`config.mk`:
```
export PLATFORM = sky130hd
export DESIGN_NAME = lc3b_ram
export DESIGN_NICKNAME = d
export VERILOG_FILES = /design/src/rtl/core/lc3b_ram.sv
export SDC_FILE = /design/constraint.sdc
export NUM_CORES = 2
export LEC_CHECK = 0
export BUFFER_PORTS_ARGS = -buffer_cell sky130_fd_sc_hd__buf_2
export CAP_MARGIN = 0
export CORE_MARGIN = 3
export CORE_UTILIZATION = 35
export DETAILED_ROUTE_END_ITERATION = 16
export REMOVE_ABC_BUFFERS = 1
export SKIP_CTS_REPAIR_TIMING = 1
export SLEW_MARGIN = 20
export SYNTH_ARGS = -nofsm -noshare
export SYNTH_HDL_FRONTEND = slang
export SYNTH_SLANG_ARGS = --single-unit
```
`constraint.sdc`:
```
create_clock -name clk -period 2.8 [get_ports clk]
set_clock_uncertainty 0.1 [all_clocks]
set_input_delay 0.14 -clock clk [delete_from_list [all_inputs] [get_ports clk]]
set_output_delay 0.14 -clock clk [all_outputs]
set_load 0.05 [all_outputs]
```
`src/rtl/core/lc3b_ram.sv`:
```
// Generic single-port synchronous RAM with registered read.
// No dependencies.
`default_nettype none
module lc3b_ram #(
  parameter int Width = 16,
  parameter int Depth = 256
) (
  input  wire logic                     clk,
  input  wire logic                     we,
  input  wire logic [$clog2(Depth)-1:0] addr,
  input  wire logic [Width-1:0]         wdata,
  output logic [Width-1:0]              rdata
);
  logic [Width-1:0] mem [Depth];
  always_ff @(posedge clk) begin
    if (we) mem[addr] <= wdata;
    rdata <= mem[addr];
  end
endmodule
`default_nettype wire

```
=== Yosys cells after proc, flatten, opt, wreduce, memory -nomap -nowiden ===
Memory sizes are Yosys's and may differ from the RTL's. A register that Yosys moved wholly into a read port is not among the register bits.
Cells that the tools add are included.

* Memory bits (writable): 4096
* Memories kept: 1
* Output and inout bits: 16
* Word-level logic and storage cells: 3
* Bits in registers: 0

{| class="wikitable"
|+ Memories
! memory !! words !! width !! read ports !! clocked after memory_dff !! write ports !! RTL line !! text
|-
| mem || 256 || 16 || 1 || 1 || 1 || 14 || <nowiki>logic [Width-1:0] mem [Depth];</nowiki>
|}

* Muxes and demuxes: 2

{| class="wikitable"
|+ Operator list
! cell !! number
|-
| $mux 1 || 2
|}

=== Depth between registers and ports, before layout ===
* Depth in word-level cells: 2
* Gate-level depth with buffers: 10

=== Worst setup path before layout ===
OpenSTA, ideal clock, no wires.

* Path kind: input to register
* Start: input port addr[0]
* End: memory mem[145][0], enable pin
* Setup slack: -0.138 ns
* Arrival time: 2.429 ns
* Cell stages on the path: 7
* Data required time: 2.291 ns
* Path buffers: 5
* Path through: clkbuf_1 > buf_6 > clkbuf_1 > buf_2 > nand2b_1 > clkbuf_1 > nor3_1

{| class="wikitable"
|+ RTL lines
! element !! RTL line !! text
|-
| start: declaration || 10 || <nowiki>input wire logic [$clog2(Depth)-1:0] addr,</nowiki>
|-
| end: declaration || 14 ||
|}

Straight into the memory's write port.

==> out/results.txt <==
run status = completed
r2r setup slk = 10 ps
r2r startpoint = mem[76][12]
register area = 0.1233 mm²
pre-CTS setup slack = -931.1 ps
leakage power total = 58.42 nW
sequential share of the synthesized area = 79.36%
CP endpoint kind = flop
CTS tree = built
CP required = 3540 ps
PortBufs = 41
initial antenna violation count = 29
HPWL after DPL = 259200 µm
Hold Vio Cnt, Final = 0
Die H = 672.3 µm
Final min period = 2785 ps
pin count of the biggest net entering global routing = 112
setup ws final = 14.51 ps
Worst R2R Path Depth = 6
Longest Clk Path Bufs = 4
combinational share of power = 5.3%
Layout fillers = 37710
Initial Utilization = 35.15%
critical path startpoint category = flop
critical path class = flop to flop
Max Slew Vio Count = 0
unrepaired setup endpoints after global routing = no
VDD IR max = 0.0005483 V
Max-cap violations = 0
DRT iter0 DRCs = 9084
Clock power frac = 42.1%
syn avg cell area = 23.10 µm²
Pre-antenna DRT Iters = 8
Cell Area, Placed = 0.1737 mm²
clock root buffer = clkbuf_16
clk sinks = 4112
RePlAce Congestion = 0.8219
Final setup viols = 0
DR WL/cell = 29.54 µm
Int Power = 102.0 mW
final period utilization = 99.48%
Synth warnings = 0
CTS Buf Count = 415
Flop pwr share = 52.6%
Vias = 76840
fmax = 359.0 MHz
Final #Nets = 7835
CTS clk-pin slew, worst paths = 60 ps
Sw Ratio = 21.17%
Cells after Synth = 6727
headroom to the max-slew limit = 31.31%
first-pass GRT wire length = 594100 µm
Slew @ Worst Pin = 1030 ps
via count of the first global-routing pass = 78450
die area = 0.4520 mm²
synth unique cells = 22
Core Rows = 244
synthesized area = 0.1554 mm²
Post-Route WL = 416200 µm
CP max FO = 1
grt ovf = 0
Psw = 27.39 mW
Vias/cell = 5.453
WP data arrival = 3520 ps
# H-tree levels = 5
Tot GR Track Use = 18.13%
pwr/cell area = 690.4 mW/mm²
Hold Crit Class = primary input to flop
Worst-Skew Late Latency = 960 ps
Setup crit end = rdata[12]
Critical Path Source = mem[76][12]
DRC viols = 0
#FFs+latches synth = 4112
post-route antenna net violation count = 0
worst reg2reg path endpoint = rdata[12]
design area = 0.1874 mm²
number of I/O pins = 42
Area growth, synth to finish = 20.57%
Multi-input gate area = 0.03089 mm²
fraction of layout cells with a size suffix above 1 = 34.84%
die width = 672.3 µm
core area = 0.4421 mm²
==> placed cells by master, fill, tap and decap left out, types with 5 or more instances in the layout <==
cell type	netlist	final
clkbuf_16	0	420
nor3_2	0	30
nand2_1	28	27
a22oi_1	512	512
bufinv_16	0	41
diode_2	0	35
nand3_2	0	6
buf_8	0	17
nor2_2	0	74
clkinv_1	0	85
o41ai_2	0	37
inv_6	0	11
o41ai_1	64	25
buf_2	76	24
dlygate4sd3_1	0	19
clkbuf_8	0	8
nand3_1	13	7
clkinv_2	0	82
buf_12	0	325
nor2_1	232	157
mux4_2	1024	1024
edfxtp_1	4096	4096
clkinvlp_4	0	16
clkinv_8	0	5
nand4_1	16	16
clkbuf_1	249	85
a21oi_1	256	256
dfxtp_1	16	16
buf_4	16	699
==> synthesized netlist by cell type <==
cell type	instances	area (µm²)
nor3_1	30	150.1
nand2_1	28	105.1
nand2b_1	6	37.54
nand4_1	16	100.1
nor2b_1	7	43.79
nand3_1	13	65.06
nor2_1	232	870.8
o41ai_1	64	560.5
a22oi_1	512	3844
or3_1	1	6.260
buf_2	76	380.4
edfxtp_1	4096	123000
a21oi_1	256	1281
inv_1	1	3.750
dfxtp_1	16	320.3
mux4_2	1024	23060
buf_1	54	202.7
and2_1	3	18.77
buf_6	25	281.5
or2_2	2	12.51
buf_4	16	120.1
clkbuf_1	249	934.7
==> per-stage QoR <==
stage / total power, mW / cells / TNS (ps) / util, % / hold WS (ps)
2_1_floorplan: 71.67 / 6307 / - / - / 138.9
3_3_place_gp: 76.05 / 13280 / -33500 / 39.28 / 443.8
3_5_place_dp: 76.18 / 13280 / -13810 / 39.29 / 455.5
4_1_cts: 130.3 / 14040 / -1041 / 42.30 / -579.7
5_1_grt: 133.2 / 14080 / 0 / 42.38 / 75.27
6_report: 129.3 / 14090 / 0 / 42.38 / 62.05
==> per-layer routing <==
metal	vias up	part of all wire [%]	GRT usage [%]
met3	581	8.4	3.178
met5	-	0.014	0
li1	31310	-	-
met1	41510	40	25.29
met4	10	3.3	5.876
met2	3433	48	29.06
==> power groups by stage <==
stage | sequential [mW] | clock, mW | combinational (mW)
after CTS | 68.0 | 55.4 | 6.84
final | 68.0 | 54.5 | 6.81
after global placement | 69.3 | 0 | 6.71
after floorplan | 69.3 | 0 | 2.35
after detailed placement | 69.4 | 0 | 6.83
after global routing | 68.0 | 58.0 | 7.16
==> worst max-delay path, stage by stage (launching register included) <==
cell	delay (ps)
edfxtp_1	380
mux4_2	460
a22oi_1	330
a21oi_1	240
o41ai_2	790
buf_4	290
nand4_1	90
==> area by class of cell <==
class,instances,area share (%)
inverters,1,0.002003
clock buffers,513,5.839
flip-flops and latches,4112,65.82
clock inverters,247,1.272
repair buffers,1085,6.590
multi-input cells,2194,16.49
well taps,5904,3.943
diodes,35,0.04675
==> logic make-up (layout without fill, tap and decap cells) <==
| kind of cell | after synthesis | after routing | share of synthesized area, % |
|---|---|---|---|
| muxes | 1024 | 1024 | 14.84 |
| other | 0 | 35 | 0 |
| AOI/OAI and AO/OA | 832 | 832 | 3.659 |
| buffers and inverters | 421 | 1846 | 1.238 |
| and+or+nand+nor | 338 | 338 | 0.9074 |
| DFF | 4112 | 4112 | 79.36 |
==> sequential cells by signal, indices dropped and copies added (netlist names) <==
| signal | cells |
|---|---|
| rdata | 16 |
| mem | 4096 |
==> worst min path at each step <==
stage | from | to | cells past startpoint
floorplan | wdata[0] | mem[0][0] | 0
global placement | wdata[13] | mem[38][13] | 1
detailed placement | wdata[13] | mem[37][13] | 1
CTS | wdata[10] | mem[84][10] | 1
global route | addr[2] | mem[197][7] | 5
finish | addr[2] | mem[197][7] | 5
Power figures use the tool's default switching activity.
